**src/rtl/imav_pkg.sv**
```systemverilog
// shared constants and types for the imu moving average block
package imav_pkg;

	localparam int SAMPLE_W = 16;
	localparam int NUM_AXES = 3;
	localparam int NUM_CH   = 2 * NUM_AXES;
	localparam int WINDOW   = 10;
	localparam int LOG_W    = $clog2(WINDOW);

	// running sum spans at most WINDOW * 2^15 in magnitude
	localparam int SUM_W   = SAMPLE_W + LOG_W;
	// reciprocal multiply: floor(n / WINDOW) == (n * RECIP) >> SHIFT for n < 2^SUM_W
	localparam int SHIFT   = SUM_W + LOG_W;
	localparam int RECIP_W = SUM_W + 1;
	localparam int PROD_W  = SUM_W + RECIP_W;
	localparam logic [RECIP_W-1:0] RECIP =
		RECIP_W'(((64'd1 << SHIFT) + 64'(WINDOW) - 64'd1) / 64'(WINDOW));
	localparam int QUO_W = SAMPLE_W + 1;
	localparam int RES_W = SAMPLE_W + 2;

	localparam int IDX_W = 2;
	localparam logic [IDX_W-1:0] REG_GYRO_OFFSET_X = 2'd0;
	localparam logic [IDX_W-1:0] REG_GYRO_OFFSET_Y = 2'd1;
	localparam logic [IDX_W-1:0] REG_GYRO_OFFSET_Z = 2'd2;

	typedef logic [NUM_CH-1:0][SAMPLE_W-1:0] set_t;

	typedef struct packed {
		logic load_s1;
		logic load_s2;
		logic load_s3;
	} lane_ctrl_t;

endpackage

```
**src/rtl/imav_cell.sv**
```systemverilog
// one window slot: holds a six-channel sample set and passes it on at each transfer
module imav_cell (
	input  logic           clk,
	input  logic           arst_n,
	input  logic           shift,
	input  imav_pkg::set_t d,
	output imav_pkg::set_t q
);

	imav_pkg::set_t set_q;

	always_ff @(posedge clk or negedge arst_n) begin
		if (!arst_n) begin
			set_q <= '0;
		end else if (shift) begin
			set_q <= d;
		end
	end

	assign q = set_q;

endmodule

```
**config.mk**
```make
export PLATFORM = sky130hd
export DESIGN_NAME = imav_cell
export DESIGN_NICKNAME = d
export VERILOG_FILES = /design/src/rtl/imav_pkg.sv /design/src/rtl/imav_cell.sv
export SDC_FILE = /design/constraint.sdc
export NUM_CORES = 1
export LEC_CHECK = 0
export BUFFER_PORTS_ARGS = -buffer_cell sky130_fd_sc_hd__buf_4
export CAP_MARGIN = 0
export CORE_ASPECT_RATIO = 1.25
export CORE_UTILIZATION = 41
export DETAILED_ROUTE_END_ITERATION = 7
export PLACE_DENSITY = 0.79
export SLEW_MARGIN = 30
export SYNTH_ARGS = -nofsm -noshare
export SYNTH_HDL_FRONTEND = slang
export SYNTH_SLANG_ARGS = --single-unit
```
**constraint.sdc**
```tcl
create_clock -name clk -period 0.8 [get_ports clk]
set_input_delay 0.04 -clock clk [delete_from_list [all_inputs] [get_ports clk]]
set_output_delay 0.04 -clock clk [all_outputs]
set_load 0.05 [all_outputs]
```
=== Yosys cells after proc, flatten, opt, wreduce, memory -nomap -nowiden ===
Cells that the tools add are included.
Widths: inputs -> output; s select.

* Output and inout bits: 96
* Bits in registers: 96
* Input port bits: 99

=== Depth between registers and ports, before layout ===
* Depth in word-level cells: 0
* Mapped depth: 4
* Depth with buffers taken out: 1

=== Least setup slack after synthesis ===
Ideal clock, no wire load.

* Path type: reg-to-reg
* Start: register, netlist name q[10]
* End: register set_q (netlist bit q[10])
* Stages on the path, launching flop included: 2
* Arrival time: 869 ps
* Slack: -194 ps
* Required time: 675 ps
* Cells stage by stage: dfrtp_1 mux2_4

{| class="wikitable"
|+ RTL lines
! item !! RTL line !! source
|-
| end signal, assigned || imav_cell.sv:14 || <nowiki>set_q <= '0;</nowiki>
|-
| end signal, assigned || imav_cell.sv:16 || <nowiki>set_q <= d;</nowiki>
|-
| end, declared || imav_cell.sv:10 || <nowiki>imav_pkg::set_t set_q;</nowiki>
|}

=== Final worst setup path ===
* Start: register set_q (netlist bit q[4])
* End: output port q[4] in the netlist's numbering

{| class="wikitable"
|+ RTL lines
! item !! RTL line !! source
|-
| end, declared || imav_cell.sv:7 || <nowiki>output imav_pkg::set_t q</nowiki>
|}

No word-level cell between the ends.

==> reports/metrics.cfg <==
[run_status]
status=finished, violations left
violations=setup timing

[sta]
finalCritPeriodShare=1.28
setup_viol=142
drv_slew=0
tightest_slew_ps=267
setup_tns_ps=-21750
hold_violations=0
fin_hold_ws_ps=51.3
fin_skew_ps=0
period_needed_ps=1030
relSlewSlack=0.822
fmax_mhz=973
timing.final.ws_setup_ps=-227
rsz0062_at_grt=yes

[finish]
antenna_cells=0
fillers=398
largest_reg_flops=96
areaGrowthSynthToFinish_pct=96.4
finalNetCount=632
final_layout_size_suffix_gt1_frac=0.818

[synth]
synth_edf_count=0
yosysMostFrequentCell=dfrtp_1
yosys_register_bits=96
synth.area.top_cells=dfrtp_1, mux2_2, mux2_4
yosysSeqAreaShare=0.638
synth.distinct_cells=7
yosys-top-cells-count=dfrtp_1, mux2_2, mux2_4
syn_inst=203
syn-cell-area_sq_um=3760
ys_warn_count=0
synth_top_area_share=0.638
ys.flop_type=dfrtp_1
synth_area_per_cell_sq_um=18.5
synth.largest_area_cell=dfrtp_1
synth_nets=302
synth-async-reset-ratio=1.00

[cts]
clkLatencyLatePin_ps=370
cts_buffer_depth=2
clkSlewWorstSetupHoldPaths_ps=100
cts_tree=built
h-tree-depth=3
root_buffer=clkbuf_8
cts_made_buffers=9
cts.sinks=96

[hold_path]
hp-class=in2reg

[setup_path]
reg2reg_depth=2
r2r_setup_slack_ps=-150
endpoint=q[4]
cp.required_ps=760
crit_type=reg2out
worst_setup_path_end_kind=output pin
critPathMaxStageDelay_ps=450
worstPathCellList=buf_6
worstSetupPathDepth=1
path_max_fanout=2
crit_slowest_cell=dfrtp_2
path_buf_inv=1
path_delay_family=flip-flops
reg2reg_from=q[4]
start_kind=flop
crit_arrival_ps=990
r2r-end=q[4]
startpoint=q[4]

[detailed_routing]
ant_nets=0
wl_met3_um=900
wl_per_cell_um=19.6
drt-met1-wl_mm=4.41
dr.max_layer_used=met4
wl_mm=12.9
viasPerCell=4.75
detail_route.iter0.violations=114
met2_length_mm=7.08
vias=3128
drc=0
firstDrtPassIters=4

[global_routing]
grt_use_total=0.260
grt_max_degree=49
grt_first_pass_wirelength_mm=18.2
grt_pass1_vias=3562
grt_overflow=0
antenna_found_initial=0

[place]
gp_congestion=0.717
portBuffers=194
dp.final_hpwl_mm=6.13

[floorplanning]
die_width_um=87.7
coreArea_sq_um=8800
fp.dieH_um=109
io_pins=195
design.die.area_sq_um=9570
start_util=0.428
num_rows=38

[power]
ir_worst_vdd_v=0.00134
cellPowerDensity_nw_per_um2=1960
report.power.total_mw=14.5
leakage_nw=3.42

[job]
max_cap_viol_count=0

-- layout make-up --
type                            count  area [sq um]  area share
Multi-Input combinational cell     96          1260       0.171
Timing Repair Buffer              330          3240       0.438
Clock buffer                       11           141      0.0191
Tap cell                          120           150      0.0203
Sequential cell                    96          2520       0.341
Clock inverter                      5          80.1      0.0108
-- how the worst min path moves through the flow --
stage            from  slack, ps  cells past startpoint    end
2_1_floorplan  arst_n       -260                      0   q[0]
3_3_place_gp   arst_n         50                      2  q[94]
3_5_place_dp   arst_n         60                      2  q[94]
4_1_cts         shift         30                      2   q[2]
5_1_grt         shift         60                      2   q[2]
6_report        shift         50                      2   q[2]
-- cell families (layout without fill, tap and decap cells) --
family / count (synthesis) / count (layout) / synth area share
mux: 96 / 96 / 0.327
flops: 96 / 96 / 0.638
buf+inv: 11 / 346 / 0.0349
-- per-layer routing --
layer	track usage	vias to the layer above
met4	0.130	0
met3	0.0583	41
met1	0.264	1564
met5	0	-
met2	0.489	156
li1	-	1367
-- placed cells by master, fill, tap and decap left out, drive strengths merged --
cell	n
bufinv	2
clkinvlp	2
clkinv	1
dlygate4sd3	97
buf	233
mux2	96
clkbuf	11
dfrtp	96
-- worst register-to-register path: cells and delay by family (launching register included) --
family	cells	cell delay [ps]
flops	1	450
mux	1	270
buf+inv	1	120
-- through the flow --
step                utilization  area (sq um)  setup WS [ps]  std cells
floorplan                     -          3880           -109        203
detailed placement        0.623          5480           -144        515
global placement          0.623          5480           -118        515
global route              0.841          7390           -258        658
finish                    0.841          7390           -227        658
CTS                       0.815          7170           -217        644
-- power breakdown --
group          switching (mW)  internal (mW)  total (mW)
logic                    2.66           2.43        5.09
clock network            1.72           1.84        3.56
registers               0.432           5.43        5.86
total                    4.81           9.70        14.5
-- what timing repair did --
action | in CTS | in global routing
gates resized for setup | 101 | 32
pin swaps | 0 | 0
endpoints found under the hold margin | 192 | 0
setup endpoints to repair | 99 | 175
setup buffers | 16 | 14
hold buffers | 97 | 0
(Power assumes the default switching activity.)
