**src/rtl/imav_pkg.sv**
```systemverilog
// shared constants and types for the imu moving average block
package imav_pkg;

	localparam int SAMPLE_W = 16;
	localparam int NUM_AXES = 3;
	localparam int NUM_CH   = 2 * NUM_AXES;
	localparam int WINDOW   = 10;
	localparam int LOG_W    = $clog2(WINDOW);

	// running sum spans at most WINDOW * 2^15 in magnitude
	localparam int SUM_W   = SAMPLE_W + LOG_W;
	// reciprocal multiply: floor(n / WINDOW) == (n * RECIP) >> SHIFT for n < 2^SUM_W
	localparam int SHIFT   = SUM_W + LOG_W;
	localparam int RECIP_W = SUM_W + 1;
	localparam int PROD_W  = SUM_W + RECIP_W;
	localparam logic [RECIP_W-1:0] RECIP =
		RECIP_W'(((64'd1 << SHIFT) + 64'(WINDOW) - 64'd1) / 64'(WINDOW));
	localparam int QUO_W = SAMPLE_W + 1;
	localparam int RES_W = SAMPLE_W + 2;

	localparam int IDX_W = 2;
	localparam logic [IDX_W-1:0] REG_GYRO_OFFSET_X = 2'd0;
	localparam logic [IDX_W-1:0] REG_GYRO_OFFSET_Y = 2'd1;
	localparam logic [IDX_W-1:0] REG_GYRO_OFFSET_Z = 2'd2;

	typedef logic [NUM_CH-1:0][SAMPLE_W-1:0] set_t;

	typedef struct packed {
		logic load_s1;
		logic load_s2;
		logic load_s3;
	} lane_ctrl_t;

endpackage

```
**src/rtl/imav_lane.sv**
```systemverilog
// per-channel running sum, divide by window, offset subtract and saturation
module imav_lane (
	input  logic                                 clk,
	input  logic                                 arst_n,
	input  imav_pkg::lane_ctrl_t                 ctrl,
	input  logic signed [imav_pkg::SAMPLE_W-1:0] sample_new,
	input  logic signed [imav_pkg::SAMPLE_W-1:0] sample_old,
	input  logic signed [imav_pkg::SAMPLE_W-1:0] offset,
	output logic signed [imav_pkg::SAMPLE_W-1:0] result
);

	logic signed [imav_pkg::SUM_W-1:0]  sum_q;
	logic signed [imav_pkg::SUM_W-1:0]  sum_nxt;
	logic signed [imav_pkg::SUM_W-1:0]  sum_s1;
	logic        [imav_pkg::SUM_W-1:0]  mag;
	logic        [imav_pkg::PROD_W-1:0] prod_s2;
	logic                               neg_s2;
	logic        [imav_pkg::QUO_W-1:0]  quo;
	logic signed [imav_pkg::RES_W-1:0]  mean;
	logic signed [imav_pkg::RES_W-1:0]  diff;
	logic signed [imav_pkg::SAMPLE_W-1:0] sat;
	logic signed [imav_pkg::SAMPLE_W-1:0] result_s3;

	assign sum_nxt = sum_q + imav_pkg::SUM_W'(sample_new) - imav_pkg::SUM_W'(sample_old);

	always_ff @(posedge clk or negedge arst_n) begin
		if (!arst_n) begin
			sum_q <= '0;
		end else if (ctrl.load_s1) begin
			sum_q <= sum_nxt;
		end
	end

	always_ff @(posedge clk) begin
		if (ctrl.load_s1) begin
			sum_s1 <= sum_nxt;
		end
	end

	// magnitude so the reciprocal multiply truncates toward zero
	assign mag = sum_s1[imav_pkg::SUM_W-1] ? imav_pkg::SUM_W'(-sum_s1)
		: imav_pkg::SUM_W'(sum_s1);

	always_ff @(posedge clk) begin
		if (ctrl.load_s2) begin
			prod_s2 <= imav_pkg::PROD_W'(mag) * imav_pkg::PROD_W'(imav_pkg::RECIP);
			neg_s2  <= sum_s1[imav_pkg::SUM_W-1];
		end
	end

	assign quo  = prod_s2[imav_pkg::SHIFT +: imav_pkg::QUO_W];
	assign mean = neg_s2 ? -$signed({1'b0, quo}) : $signed({1'b0, quo});
	assign diff = mean - imav_pkg::RES_W'(offset);

	always_comb begin
		if (diff > imav_pkg::RES_W'(32767)) begin
			sat = 16'sh7fff;
		end else if (diff < -imav_pkg::RES_W'(32768)) begin
			sat = 16'sh8000;
		end else begin
			sat = diff[imav_pkg::SAMPLE_W-1:0];
		end
	end

	always_ff @(posedge clk) begin
		if (ctrl.load_s3) begin
			result_s3 <= sat;
		end
	end

	assign result = result_s3;

endmodule

```
**config.mk**
```make
export PLATFORM = sky130hd
export DESIGN_NAME = imav_lane
export DESIGN_NICKNAME = d
export VERILOG_FILES = /design/src/rtl/imav_pkg.sv /design/src/rtl/imav_lane.sv
export SDC_FILE = /design/constraint.sdc
export NUM_CORES = 1
export LEC_CHECK = 0
export BUFFER_PORTS_ARGS = -buffer_cell sky130_fd_sc_hd__buf_2
export CAP_MARGIN = 20
export CORE_UTILIZATION = 50
export DETAILED_ROUTE_END_ITERATION = 8
export PLACE_DENSITY = 0.78
export SYNTH_ARGS = -nofsm -noshare
export SYNTH_HDL_FRONTEND = slang
export SYNTH_SLANG_ARGS = --single-unit
```
**constraint.sdc**
```tcl
create_clock -name clk -period 8.1 [get_ports clk]
set_clock_uncertainty 0.05 [all_clocks]
set_input_delay 1.62 -clock clk [delete_from_list [all_inputs] [get_ports clk]]
set_output_delay 1.62 -clock clk [all_outputs]
set_load 0.1 [all_outputs]
```
# Yosys cells after proc, flatten, opt, wreduce, memory -nomap -nowiden
# Cells that the tools add are included.
# word_totals
output_inout_bits,16
wordCells,16
ff_bits,97
# op_classes
multipliers,1
add_sub_neg,5
mux,3
order_cmp,2
# ops
cell,n
multiplier 20 x 20 -> 40 bit (second input constant),1
adder 20 x 16 -> 20 bit,1
two-way mux 20 bit,1
negation 20 bit,1
subtractor 20 x 16 -> 20 bit,1
> comparator 18 x 16 -> 1 bit (second input constant),1
< comparator 18 x 16 -> 1 bit (second input constant),1
two-way mux 18 bit,1
negation 17 -> 18 bit,1
subtractor 18 x 16 -> 18 bit,1
two-way mux 16 bit,1

# Longest topological paths before layout
# depth
ltp_word,5
ltp_mapped,29
ltp_nobuf,29

# Least setup slack after synthesis
# OpenSTA, ideal clock, no wires.
# synth_path
path_kind,flip-flop to flip-flop
from,reg sum_s1[4] in the netlist's numbering
to,"reg prod_s2[38] in the netlist's numbering, data pin"
stages_incl_launch_ff,29
arrival_ps,7580
path_slack_ps,211
path_buffers,0
path_cell_list,edfxtp_1 or4_1 or3_1 or4_1 nor3_1 nand2b_1 o31ai_1 xnor2_1 ha_1 fa_1 ha_1 inv_1 fa_1 inv_1 fa_1 fa_1 inv_1 fa_1 inv_1 ha_1 nor3_1 o31ai_1 a211oi_1 o31ai_1 a21oi_1 nand3_1 a31oi_1 o21ai_0 xnor2_1
# synth_via
elab_chain_cells,3
# synth_rtl
element,line,rtl
from (decl),imav_lane.sv:14,logic signed [imav_pkg::SUM_W-1:0] sum_s1;
from (signal assigned),imav_lane.sv:36,sum_s1 <= sum_nxt;
negation 20 bit,imav_lane.sv:41,assign mag = sum_s1[imav_pkg::SUM_W-1] ? imav_pkg::SUM_W'(-sum_s1)
two-way mux 20 bit (*),imav_lane.sv:41,
multiplier 20 x 20 -> 40 bit (*),imav_lane.sv:46,prod_s2 <= imav_pkg::PROD_W'(mag) * imav_pkg::PROD_W'(imav_pkg::RECIP);
to (signal assigned),imav_lane.sv:46,
to (decl),imav_lane.sv:16,logic [imav_pkg::PROD_W-1:0] prod_s2;
# Every way passes the cells marked *; elsewhere a longest branch is shown, timed or not.
# A chain may end at the register's enable or synchronous reset.

# Final worst setup path
# layout_path
from,reg sum_s1[6] in the netlist's numbering
to,"reg prod_s2[37] in the netlist's numbering, data pin"
# The elaborated chain is that of the path after synthesis.

==> results.txt <==
The number of enable-type register cells in the synthesized netlist came out at 54. Setup repair after global routing could not meet its margin everywhere. The distinct cell type count of the synthesized netlist came out at 54. The nature of the critical path startpoint is a flop. The slew at the pin closest to its max-slew limit is 0.983 ns.

For this run, the number of Yosys warnings is 0. Dividing the final minimum period by the clock period gives 98.5%. The launching point of the worst reg2reg path is sum_s1[6]. For this design, the slowest cell found on the critical path is or4_4. Sorting the synthesized cells by how often they occur yields inv_1 (325), ha_1 (239), fa_1 (151). The number of DRC violations after detailed routing is 0. The detailed placer's ending HPWL is 22800 µm.

By area, the combinational part of the netlist is dominated by adder cells. The delay contributed by the slowest stage of the critical path is 0.56 ns. The y dimension of the die is 161 µm. The fraction of synthesized cell area in xor and xnor cells is 7.75%. The number of antenna violations at the first check in global routing is 0. The fraction of the mapped netlist area in compound gates came out at 11.3%.

The arithmetic-cell share of the synthesized area counting full adders, half adders and majority gates came out at 47.6%. The area growth from synthesis to final layout is 12.4%. The relative slew slack came out at 34.5%. CTS placed an instance of clkbuf_16 at the clock tree root.

The wire length of the first global-routing pass is 44100 µm. The chip width is 161 µm. The post-synthesis instance total is 1301.

The portion of the post-synthesis area used by sequential elements is 16.8%. The net count of the finished layout is 1863. Multiplexer cells account for 0.168% of the synthesized area. The number of placement rows came out at 57. The leftover overflow at the end of global routing is 0. The depth of the most critical reg-to-reg path is 28. The cell area after synthesis is 0.0126 mm².

The core region is 0.0245 mm². The final-report hold violation count was 0. The flow ran to the end, and the final reports show no timing, DRC or antenna violations.

Setup violations remaining at the end of the flow were counted as 0. The fraction of synthesis flops using an asynchronous set or reset pin came out at 27.0%. The boundary pin count is 69. The data arrival at the endpoint of the critical path came out at 8.01 ns. STA puts the critical path data required time at 8.14 ns. The number of CTS-inserted buffers came out at 9.

Counting instances, the worst hold path has a depth of 2. The fraction of final layout cells sized beyond drive strength 1 came out at 12.6%. The placer's final routability congestion estimate came out at 0.950. The pin count of the biggest net entering global routing came out at 58.

In this run the critical register-to-register path is captured at prod_s2[37]. The critical path launch point is sum_s1[6]. The register-to-register setup slack is 0.12 ns. The starting DRC count in detailed routing came out at 392. After detailed routing, the number of vias per cell comes to 5.24. For this run, the leading register cell type out of synthesis is edfxtp_1. The final number of max-transition violations is 0. The flip-flop and latch count after synthesis came out at 74. Sorting the synthesized cells by area gives the leading types as fa_1 (24%), ha_1 (24%), edfxtp_1 (13%), inv_1 (9.7%), xnor2_1 (5.5%).

Counting along the longest clock path gives a buffer depth of 2. In this run, post-CTS hold repair placed 0 buffers. The number of port buffers is 68. The full die area came out at 0.0259 mm². After clock tree synthesis, the clock-pin slew on the worst setup and hold paths is 0.07 ns. The clock reaches the later pin of the worst-skew pair after 0.34 ns.

The per-instance average area after synthesis came out at 9.71 µm². The synthesized-area fraction occupied by and/or/nand/nor cells is 6.25%. The initial utilization of the core area, before any placement, comes to 51.5%.

The number of nets produced by synthesis is 1744. The maximum achievable frequency came out at 0.125 GHz. The routed wirelength normalized by instance count came out at 15.3 µm. The minimum setup slack after placement came out at -0.273 ns. The leading area contributor after synthesis is fa_1. The post-layout worst setup margin is 0.125 ns.

The antenna diode instance count is 0. The largest fanout on the critical path is 5. The total routing usage reported by global routing is 21.3%. The number of iterations in the first detailed-routing pass is 5.

The max-capacitance violation count came out at 0. The post-detailed-routing wire length came out at 26700 µm. By instance count, the leading cell after synthesis is inv_1. STA classifies the critical path endpoint as a flop. The min-delay analysis places its worst path in the category flop to flop. The start point of the worst min-delay path is sum_q[16]. The type of the worst setup path is flop to flop. The clock period could shrink to 7.98 ns. The remaining antenna violation count came out at 0. The area share of the largest cell type after synthesis came out at 23.9%. The total via count after detailed routing is 9159.

The via count of the first global-routing pass is 9664. The clock tree from TritonCTS is yes. The worst hold path terminates at sum_q[16].

The clock drives 74 sinks. The H-tree was split into 3 levels.
## layout by cell type, fill, tap and decap left out, types with 7 or more instances in the layout
cell         n
inv_1      322
edfxtp_1    54
o21ai_0     53
o41ai_1      7
nand2b_1     8
o21ai_2      8
dfrtp_1     20
nor2_1      37
o31ai_1     16
a21o_1      21
nand3_1     13
ha_1       236
buf_4       50
xor2_1      30
a211oi_1    11
o21a_1      13
clkbuf_16    9
a21oi_1     57
nor2b_1     12
fa_1       151
xnor2_1     76
nand2_1     53
buf_2       68
## layer usage
metal  up-vias  share of wire [%]  global-route usage [%]  wire [µm]
met5         -                  0                       0          0
met3        35                5.0                    2.88       1330
met1      4389                 43                    26.5      11400
met4         0                1.9                    5.96        511
li1       4496                  -                       -          -
met2       239                 50                    38.4      13400
## through the flow
stage	area [µm²]	cells	util, %	setup TNS, ns	hold WS (ns)
floorplan	12600	1301	-	0	0.374
global placement	13700	1731	55.8	-0.00822	0.417
detailed placement	13700	1731	55.8	-1.47	0.422
CTS	14000	1748	57.2	-0.00334	0.438
global route	14200	1749	57.9	-0.689	0.462
finish	14200	1749	57.9	0	0.436
## worst max path at each step
stage | to | cells past startpoint
2_1_floorplan | prod_s2[38] | 28
3_3_place_gp | prod_s2[38] | 30
3_5_place_dp | prod_s2[38] | 30
4_1_cts | prod_s2[38] | 30
5_1_grt | prod_s2[37] | 30
6_report | prod_s2[37] | 28
## critical path, delay by kind of cell, from the launching register on
family / cells / cell delay [ns]
AO/OA/AOI/OAI: 5 / 0.92
flip-flops: 1 / 0.38
XOR/XNOR: 1 / 0.16
AND/OR/NAND/NOR: 9 / 2.43
adder cells (fa/ha/maj): 8 / 3.23
buffers and inverters: 5 / 0.52
## timing repair
| action | CTS | global route |
|---|---|---|
| gates resized for setup | 6 | 35 |
| pin swaps | 3 | 14 |
| gates cloned | 0 | 0 |
| buffers inserted | 1 | 1 |
| setup endpoints to repair | 9 | 12 |
## layout make-up
| type | count | area, µm² |
|---|---|---|
| clock buffer | 10 | 229 |
| clock inverter | 6 | 66.3 |
| fill | 2030 | 10300 |
| inverter | 325 | 1220 |
| multi-input combinational | 891 | 9430 |
| sequential | 74 | 2120 |
| tap | 324 | 405 |
| timing repair buffer | 119 | 727 |
## state kept, by name (all words and copies together) (netlist names)
signal   flops
prod_s2     17
neg_s2       1
sum_s1      20
sum_q       20
result      16
## kinds of logic after synthesis
logic type | after synthesis
adders and majority gates | 390
buffers and inverters | 336
AOI/OAI and AO/OA | 226
and+or+nand+nor | 162
xor gates and xnor gates | 111
DFF | 74
muxes | 2
Power is left out: the tool's default activity adds up to more than one toggle a clock period on the data nets, which glitch-free logic cannot reach.
